**src/design/b32d_pkg.sv**
```systemverilog
// package for the base32 stream decoder: widths, verdict codes, state and result types
// and the alphabet lookup function; no dependencies
`default_nettype none

package b32d_pkg;

	localparam int unsigned CharW   = 8;
	localparam int unsigned ByteW   = 8;
	localparam int unsigned SymW    = 5;
	localparam int unsigned ResW    = 7;
	localparam int unsigned ResCntW = 3;
	localparam int unsigned CntW    = 8;
	localparam int unsigned BufW    = ResW + SymW;
	localparam int unsigned BitsW   = 4;

	localparam logic [CharW-1:0] CharUpA   = 8'h41;
	localparam logic [CharW-1:0] CharUpZ   = 8'h5a;
	localparam logic [CharW-1:0] CharTwo   = 8'h32;
	localparam logic [CharW-1:0] CharSeven = 8'h37;
	localparam logic [SymW-1:0]  DigitBase = 5'd26;
	localparam logic [CntW-1:0]  CntMax    = 8'hff;
	localparam logic [BitsW-1:0] ByteBits  = 4'd8;
	localparam logic [BitsW-1:0] SymBits   = 4'd5;

	typedef enum logic [1:0] {
		VERDICT_CONT   = 2'd0,
		VERDICT_ACCEPT = 2'd1,
		VERDICT_REJECT = 2'd2
	} verdict_t;

	typedef struct packed {
		logic [ResW-1:0]    res_bits;
		logic [ResCntW-1:0] res_count;
		logic               failed;
		logic [CntW-1:0]    count;
	} dec_state_t;

	typedef struct packed {
		logic [ByteW-1:0] out_byte;
		logic             byte_valid;
		logic             string_done;
		verdict_t         verdict;
	} dec_result_t;

	typedef struct packed {
		logic            ok;
		logic [SymW-1:0] value;
	} sym_t;

	function automatic sym_t sym_lookup(input logic [CharW-1:0] c);
		sym_t s;
		logic [CharW-1:0] d;
		s = '0;
		d = '0;
		if (c >= CharUpA && c <= CharUpZ) begin
			d = c - CharUpA;
			s.ok = 1'b1;
			s.value = d[SymW-1:0];
		end else if (c >= CharTwo && c <= CharSeven) begin
			d = c - CharTwo;
			s.ok = 1'b1;
			s.value = DigitBase + d[SymW-1:0];
		end
		return s;
	endfunction

endpackage

`default_nettype wire

```
**src/design/b32d_char_if.sv**
```systemverilog
// character channel: valid/ready handshake with one base32 character per item
// depends on b32d_pkg
`default_nettype none

interface b32d_char_if;
	import b32d_pkg::*;

	logic             valid;
	logic             ready;
	logic [CharW-1:0] char_code;
	logic             last_char;

	modport source (output valid, output char_code, output last_char, input ready);
	modport sink (input valid, input char_code, input last_char, output ready);
endinterface

`default_nettype wire

```
**src/design/b32d_result_if.sv**
```systemverilog
// result channel: valid/ready handshake with one decoder result per item
// depends on b32d_pkg
`default_nettype none

interface b32d_result_if;
	import b32d_pkg::*;

	logic             valid;
	logic             ready;
	logic [ByteW-1:0] out_byte;
	logic             byte_valid;
	logic             string_done;
	logic [1:0]       verdict;

	modport source (output valid, output out_byte, output byte_valid, output string_done,
		output verdict, input ready);
	modport sink (input valid, input out_byte, input byte_valid, input string_done,
		input verdict, output ready);
endinterface

`default_nettype wire

```
**src/design/b32d_step.sv**
```systemverilog
// one decode step: maps a character, shifts its five bits into the residual buffer,
// releases a byte and forms the end-of-string verdict; depends on b32d_pkg
`default_nettype none

module b32d_step
	import b32d_pkg::*;
(
	input  dec_state_t        state,
	input  logic [CharW-1:0]  char_code,
	input  logic              last_char,
	input  logic [CntW-1:0]   expected_length,
	output dec_state_t        state_next,
	output dec_result_t       result
);

	sym_t             sym;
	logic [BufW-1:0]  buf_w;
	logic [BufW-1:0]  mask;
	logic [BufW-1:0]  kept;
	logic [BufW-1:0]  shifted;
	logic [BitsW-1:0] bits;
	logic [BitsW-1:0] left;
	logic             full;
	logic [CntW-1:0]  cnt;
	dec_state_t       upd;
	logic             bad;

	always_comb begin
		sym     = sym_lookup(char_code);
		buf_w   = {state.res_bits, sym.value};
		bits    = {1'b0, state.res_count} + SymBits;
		full    = bits >= ByteBits;
		left    = full ? bits - ByteBits : bits;
		shifted = buf_w >> left;
		mask    = (BufW'(1) << left) - BufW'(1);
		kept    = full ? (buf_w & mask) : buf_w;
		cnt     = (state.count != CntMax) ? state.count + CntW'(1) : state.count;

		upd = state;
		upd.count = cnt;
		if (sym.ok) begin
			upd.res_bits  = kept[ResW-1:0];
			upd.res_count = left[ResCntW-1:0];
		end else begin
			upd.failed = 1'b1;
		end

		result.byte_valid  = sym.ok && full && !state.failed;
		result.out_byte    = result.byte_valid ? shifted[ByteW-1:0] : '0;
		result.string_done = last_char;
		result.verdict     = VERDICT_CONT;

		bad = upd.failed
			|| (upd.res_count != '0 && upd.res_bits != '0)
			|| (expected_length != '0 && upd.count != expected_length);

		state_next = upd;
		if (last_char) begin
			result.verdict = bad ? VERDICT_REJECT : VERDICT_ACCEPT;
			state_next = '0;
		end
	end

endmodule

`default_nettype wire

```
**src/design/base32_stream_decoder.sv**
```systemverilog
// Unpadded base32 stream decoder, top level.
// Depends on b32d_pkg, b32d_char_if, b32d_result_if and b32d_step.
//
// char_ch carries one character per item with last_char on the final one of a
// string. result_ch returns exactly one item per character: out_byte with
// byte_valid when the character completed a byte with no bad character earlier in
// the string, and on the last character string_done with verdict accepted or
// rejected. Bytes of a rejected string must be discarded by the receiver.
// expected_length is written through cfg_wr_en/cfg_wr_data; the user must write it only
// while idle, which the block does not enforce; zero turns the length check off.
// An accepted character goes into the input register and its result is offered from
// the result register; throughput is one item per cycle while result_ch does not stall,
// set by the input register feeding a single decode step into the result register, with
// the string state updated in that same step.
// Reset clears both stage valids, the string state and expected_length.
// When result_ch stalls the result register holds, then the input register fills,
// and char_ch.ready drops until the receiver takes the result.
`default_nettype none

module base32_stream_decoder
	import b32d_pkg::*;
(
	input  logic              clk,
	input  logic              arst_n,
	input  logic              cfg_wr_en,
	input  logic [CntW-1:0]   cfg_wr_data,
	b32d_char_if.sink         char_ch,
	b32d_result_if.source     result_ch
);

	logic             valid_s1;
	logic [CharW-1:0] char_s1;
	logic             last_s1;
	logic             valid_s2;
	dec_result_t      res_s2;
	dec_state_t       state_q;
	dec_state_t       state_next;
	dec_result_t      res_next;
	logic [CntW-1:0]  exp_len_q;
	logic             adv;

	assign adv = valid_s1 && (!valid_s2 || result_ch.ready);
	assign char_ch.ready = !valid_s1 || adv;

	b32d_step u_step (
		.state           (state_q),
		.char_code       (char_s1),
		.last_char       (last_s1),
		.expected_length (exp_len_q),
		.state_next      (state_next),
		.result          (res_next)
	);

	always_ff @(posedge clk or negedge arst_n) begin
		if (!arst_n) begin
			exp_len_q <= '0;
		end else if (cfg_wr_en) begin
			exp_len_q <= cfg_wr_data;
		end
	end

	always_ff @(posedge clk or negedge arst_n) begin
		if (!arst_n) begin
			valid_s1 <= 1'b0;
		end else if (char_ch.ready) begin
			valid_s1 <= char_ch.valid;
		end
	end

	always_ff @(posedge clk) begin
		if (char_ch.ready && char_ch.valid) begin
			char_s1 <= char_ch.char_code;
			last_s1 <= char_ch.last_char;
		end
	end

	always_ff @(posedge clk or negedge arst_n) begin
		if (!arst_n) begin
			valid_s2 <= 1'b0;
			state_q  <= '0;
		end else begin
			if (adv) begin
				valid_s2 <= 1'b1;
				state_q  <= state_next;
			end else if (result_ch.ready) begin
				valid_s2 <= 1'b0;
			end
		end
	end

	always_ff @(posedge clk) begin
		if (adv) begin
			res_s2 <= res_next;
		end
	end

	assign result_ch.valid       = valid_s2;
	assign result_ch.out_byte    = res_s2.out_byte;
	assign result_ch.byte_valid  = res_s2.byte_valid;
	assign result_ch.string_done = res_s2.string_done;
	assign result_ch.verdict     = res_s2.verdict;

`ifndef SYNTHESIS
	a_cont_verdict: assert property (@(posedge clk) disable iff (!arst_n)
		valid_s2 && !res_s2.string_done |-> res_s2.verdict == VERDICT_CONT)
		else $error("verdict set on a continuing item");

	a_zero_byte: assert property (@(posedge clk) disable iff (!arst_n)
		valid_s2 && !res_s2.byte_valid |-> res_s2.out_byte == '0)
		else $error("out_byte nonzero without byte_valid");

	a_clear_at_end: assert property (@(posedge clk) disable iff (!arst_n)
		adv && last_s1 |=> state_q == '0)
		else $error("string state not cleared after last item");

	a_s1_hold: assert property (@(posedge clk) disable iff (!arst_n)
		valid_s1 && !adv |=> valid_s1 && $stable(char_s1) && $stable(last_s1))
		else $error("input register lost a stalled item");

	a_no_byte_after_fail: assert property (@(posedge clk) disable iff (!arst_n)
		adv && state_q.failed |-> !res_next.byte_valid)
		else $error("byte released after a bad character");
`endif

endmodule

`default_nettype wire
```
**src/flat_wrapper.sv**
```systemverilog
// flat-port wrapper written by rule: the top's interface ports become plain ports
module base32_stream_decoder_flat import b32d_pkg::*;
  (clk, arst_n, cfg_wr_en, cfg_wr_data, char_ch_valid, char_ch_char_code, char_ch_last_char, char_ch_ready, result_ch_valid, result_ch_out_byte, result_ch_byte_valid, result_ch_string_done, result_ch_verdict, result_ch_ready);
  b32d_char_if char_ch_i ();
  b32d_result_if result_ch_i ();
  input  logic clk;
  input  logic arst_n;
  input  logic cfg_wr_en;
  input  logic [CntW-1:0] cfg_wr_data;
  input wire logic [$bits(char_ch_i.valid)-1:0] char_ch_valid;
  input wire logic [$bits(char_ch_i.char_code)-1:0] char_ch_char_code;
  input wire logic [$bits(char_ch_i.last_char)-1:0] char_ch_last_char;
  output wire logic [$bits(char_ch_i.ready)-1:0] char_ch_ready;
  output wire logic [$bits(result_ch_i.valid)-1:0] result_ch_valid;
  output wire logic [$bits(result_ch_i.out_byte)-1:0] result_ch_out_byte;
  output wire logic [$bits(result_ch_i.byte_valid)-1:0] result_ch_byte_valid;
  output wire logic [$bits(result_ch_i.string_done)-1:0] result_ch_string_done;
  output wire logic [$bits(result_ch_i.verdict)-1:0] result_ch_verdict;
  input wire logic [$bits(result_ch_i.ready)-1:0] result_ch_ready;
  assign char_ch_i.valid = char_ch_valid;
  assign char_ch_i.char_code = char_ch_char_code;
  assign char_ch_i.last_char = char_ch_last_char;
  assign char_ch_ready = char_ch_i.ready;
  assign result_ch_valid = result_ch_i.valid;
  assign result_ch_out_byte = result_ch_i.out_byte;
  assign result_ch_byte_valid = result_ch_i.byte_valid;
  assign result_ch_string_done = result_ch_i.string_done;
  assign result_ch_verdict = result_ch_i.verdict;
  assign result_ch_i.ready = result_ch_ready;
  base32_stream_decoder u_core (.clk(clk), .arst_n(arst_n), .cfg_wr_en(cfg_wr_en), .cfg_wr_data(cfg_wr_data), .char_ch(char_ch_i), .result_ch(result_ch_i));
endmodule
```
**config.mk**
```make
export PLATFORM = sky130hd
export DESIGN_NAME = base32_stream_decoder_flat
export DESIGN_NICKNAME = d
export VERILOG_FILES = /design/src/design/b32d_pkg.sv /design/src/design/b32d_char_if.sv /design/src/design/b32d_result_if.sv /design/src/design/b32d_step.sv /design/src/design/base32_stream_decoder.sv /design/src/flat_wrapper.sv
export SDC_FILE = /design/constraint.sdc
export NUM_CORES = 1
export LEC_CHECK = 0
export CORE_MARGIN = 3
export CORE_UTILIZATION = 50
export CTS_BUF_LIST = sky130_fd_sc_hd__clkbuf_2 sky130_fd_sc_hd__clkbuf_4 sky130_fd_sc_hd__clkbuf_8
export CTS_CLUSTER_SIZE = 24
export DETAILED_ROUTE_END_ITERATION = 12
export DONT_BUFFER_PORTS = 1
export PLACE_DENSITY = 0.68
export SYNTH_ARGS = -nofsm -noshare
export SYNTH_HDL_FRONTEND = slang
export SYNTH_SLANG_ARGS = --single-unit
```
**constraint.sdc**
```tcl
create_clock -name clk -period 6.4 [get_ports clk]
set_input_delay 0 -clock clk [delete_from_list [all_inputs] [get_ports clk]]
set_output_delay 0 -clock clk [all_outputs]
set_load 0.01 [all_outputs]
```
==> summary.md <==
| Metric | Value |
|---|---|
| Crit path max fanout | `23` |
| Final core utilization | `58.89%` |
| Status | `finished, final reports clean` |
| Unrepaired setup endpoints after global routing | `no` |
| Num Clock Sinks | `50` |
| PwrDens | `230.7 nW/um^2` |
| Initial DRC count | `258` |
| Residual overflow from global routing | `0` |
| Vias per cell | `6.286` |
| Row count | `29` |
| Final Power | `0.8773 mW` |
| Setup tns final | `0 ns` |
| Final wirelength | `7702 um` |
| Buffers added on ports | `0` |
| Rel. slew slack | `35.43%` |
| Post-synthesis register bit count | `50` |
| CTS clock-pin slew for the worst setup and hold paths | `0.09 ns` |
| GRT Overall Usage | `21.13%` |
| Die ar. | `7806 sq um` |
| Peak supply drop | `0.1826 mV` |
| Worst Path Required | `~6.5 ns` |
| Yosys top cell area share | `21.40%` |
| Die W | `between 80 and 90 um` |
| Most frequent cells in the layout | `37 x nand2_1, 29 x dlygate4sd3_1, 29 x dfrtp_1` |
| Initial antenna violation count | `0` |
| Share of synthesized flip-flops with an asynchronous set or reset | `58.00%` |
| Post-route ant nets | `0` |
| Slew @ Worst Pin | `0.9678 ns` |
| Largest area contributor in the netlist | `dfrtp_1` |
| M1 GR Usage | `between 20% and 30%` |
| Register area share after synthesis | `40.00%` |
| Crit path time final | `between 3 and 4 ns` |
| Worst Hold Class | `primary input to async pin` |
| DR DRC count | `0` |
| Htree depth | `2` |
| Synth Warn # | `0` |
| FMAX | `approximately 250 MHz` |
| Number of global-route vias before repair | `2640` |
| DP Wirelength | `5226 um` |
| CP Launch Type | `flip-flop` |
| First-pass GRT wire length | `12920 um` |
| Grt met3 use | `3.724%` |
| Hold slack final | `roughly 0.13 ns` |
| TritonRoute pass-1 iters | `5` |
| Final std cells w/o fill | `approximately 450` |
| Final Skew | `0.007205 ns` |
| Syn Inst Count | `354` |
| Final period utilization | `62.02%` |
| Synthesized cell area | `3391 sq um` |
| TritonCTS clock tree | `done` |
| Setup violators final | `0` |
| Worst reg2reg path startpoint | `u_core.state_q[9]$_DFFE_PN0P_` |
| Post-layout nets | `403` |
| GR met2 Demand/Resource | `33.51%` |
| Max-cap check violation count | `0` |
| Worst setup path start | `u_core.state_q[9]$_DFFE_PN0P_` |
| Layout cell share with drive strength beyond 1 | `under 10%` |
| Antenna Cells | `0` |
| Die Span Y | `~88 um` |
| Synth cell types | `70` |
| Setup Crit Path Kind | `flip-flop to flip-flop` |
| Placer congestion estimate | `between 0.9 and 1` |
| Clock Tree Buf Depth | `2` |
| Starting Density | `52.50%` |
| # Post-CTS Setup Buffers | `0` |
| Clk root buf | `clkbuf_8` |
| Io pins | `36` |
| Total number of vias | `around 2800` |
| Total CTS buffers | `5` |
| DP Cell Count | `between 400 and 500` |
| Pleak | `approximately 1.4 nW` |
| DR WL/cell | `17.19 um` |
| Area grow syn2layout | `12.18%` |
| Ys flop type | `dfrtp_1` |
| Fillers | `546` |
| Commonest non-fill, non-tap cell in the layout | `nand2_1` |
| Skew-Pair Late Insertion Delay | `0.30 ns` |
| Core area | `6459 sq um` |
| Top post-synthesis cells by area | `dfrtp_1 21%, edfxtp_1 19%, nand2_1 4.1%` |
| Arrival @ worst endpoint | `roughly 4 ns` |
| Number of enable flip-flop cells after synthesis | `21` |
| Syn Area/Cell | `9.578 sq um` |
| Largest net degree at the start of global routing | `30` |
| Syn nets | `387` |
| Busiest grt layer | `met2` |
| Fin. max-slew vios | `0` |
| Hold Vio Cnt, Final | `0` |
| Worst setup EP type | `flip-flop` |
## critical path: stages, from the launching register on
cell and delay, ns:
dfrtp_1 0.84, ha_1 0.43, xor2_2 0.79, nand2_1 0.13, ha_1 0.32, nor3b_1 0.19, xnor2_1 0.13, o21ai_0 0.12
a211oi_1 0.27, a21oi_1 0.06, nand4b_1 0.27, o2bb2ai_1 0.18
## per-stage QoR
stage                     instance area [sq um]  worst slack [ns]
final                                      3804             2.431
after global routing                       3804             1.993
after CTS                                  3804             2.446
after detailed placement                   3379             2.478
after global placement                     3379             2.566
after floorplan                            3391             3.319
## cells in the mapped netlist, types with 2 or more instances
master / number
inv_1: 11
a32oi_1: 2
mux4_1: 2
a211oi_2: 2
buf_6: 2
a21o_2: 2
a21oi_1: 23
nand2_1: 37
nor3_1: 9
a31oi_1: 5
ha_1: 11
a22o_1: 5
o2bb2ai_1: 2
or2_2: 2
xnor2_1: 6
a311oi_1: 2
o31ai_1: 5
mux2_2: 12
nand3_1: 17
a22oi_1: 4
o211ai_1: 3
o21ai_0: 17
and3_1: 2
or4_1: 3
mux2i_1: 11
nor4_1: 2
nor2_1: 21
dfrtp_1: 29
a211oi_1: 8
edfxtp_1: 21
nor3b_1: 4
nand4_1: 2
nand2b_1: 9
nor2b_1: 5
clkbuf_1: 9
nand4b_1: 4
buf_2: 7
o22a_1: 2
a21boi_0: 2
and4_1: 2
## logic make-up after synthesis
group / Yosys count / synth area share (%)
muxes: 25 / 8.782
adders and majority gates: 11 / 4.059
AOI/OAI and AO/OA: 103 / 21.81
DFF: 50 / 40.00
and+or+nand+nor: 124 / 18.56
buffers and inverters: 33 / 4.501
xor gates and xnor gates: 8 / 2.288
## sequential cells by signal (all words and copies together) (netlist names)
name,count
u_core.char_s1,8
u_core.last_s1,1
u_core.result_ch.string_done,1
u_core.result_ch.byte_valid,1
u_core.valid_s1,1
u_core.exp_len_q,8
u_core.result_ch.out_byte,8
u_core.state_q,19
u_core.result_ch.valid,1
u_core.result_ch.verdict,2
## cell type report
cell class	count	area (sq um)	area share [%]
clock inverters	2	37.54	0.9868
repair buffers	30	310.3	8.158
clock buffers	6	76.32	2.007
inverters	12	45.04	1.184
flip-flops and latches	50	1356	35.66
well taps	77	96.34	2.533
multi-input cells	271	1882	49.47
## layer usage
metal | wire [um] | part of all wire, %
met1 | 3455 | 45
met2 | 3619 | 47
met3 | 519 | 6.7
met4 | 108 | 1.4
met5 | 0 | 0
## worst paths after layout
check,to,slack (ns),cells past startpoint
setup / recovery,u_core.result_ch.verdict[1]$_SDFFCE_PN0P_,2.43,11
hold / removal,u_core.state_q[8]$_DFFE_PN0P_,0.13,2
setup reg to reg,u_core.result_ch.verdict[1]$_SDFFCE_PN0P_,2.43,11
hold reg to reg,u_core.result_ch.valid$_DFFE_PN0P_,0.51,1
max in group asynchronous,u_core.state_q[16]$_DFFE_PN0P_,6.09,2
min in group clk,u_core.char_s1[6]$_DFFE_PP_,0.16,1
## report_power, final
| group | total, mW | switching [mW] | leakage, nW | internal (mW) |
|---|---|---|---|---|
| clock | 0.227 | 0.106 | 0.0548 | 0.121 |
| sequential | 0.432 | 0.0613 | 0.575 | 0.371 |
| combinational | 0.219 | 0.115 | 0.797 | 0.104 |
## timing repair
| item | CTS | global route |
|---|---|---|
| endpoints found under the hold margin | 48 | 0 |
| resized for setup | 0 | 0 |
| hold buffers | 30 | 0 |
(Power assumes the default switching activity.)
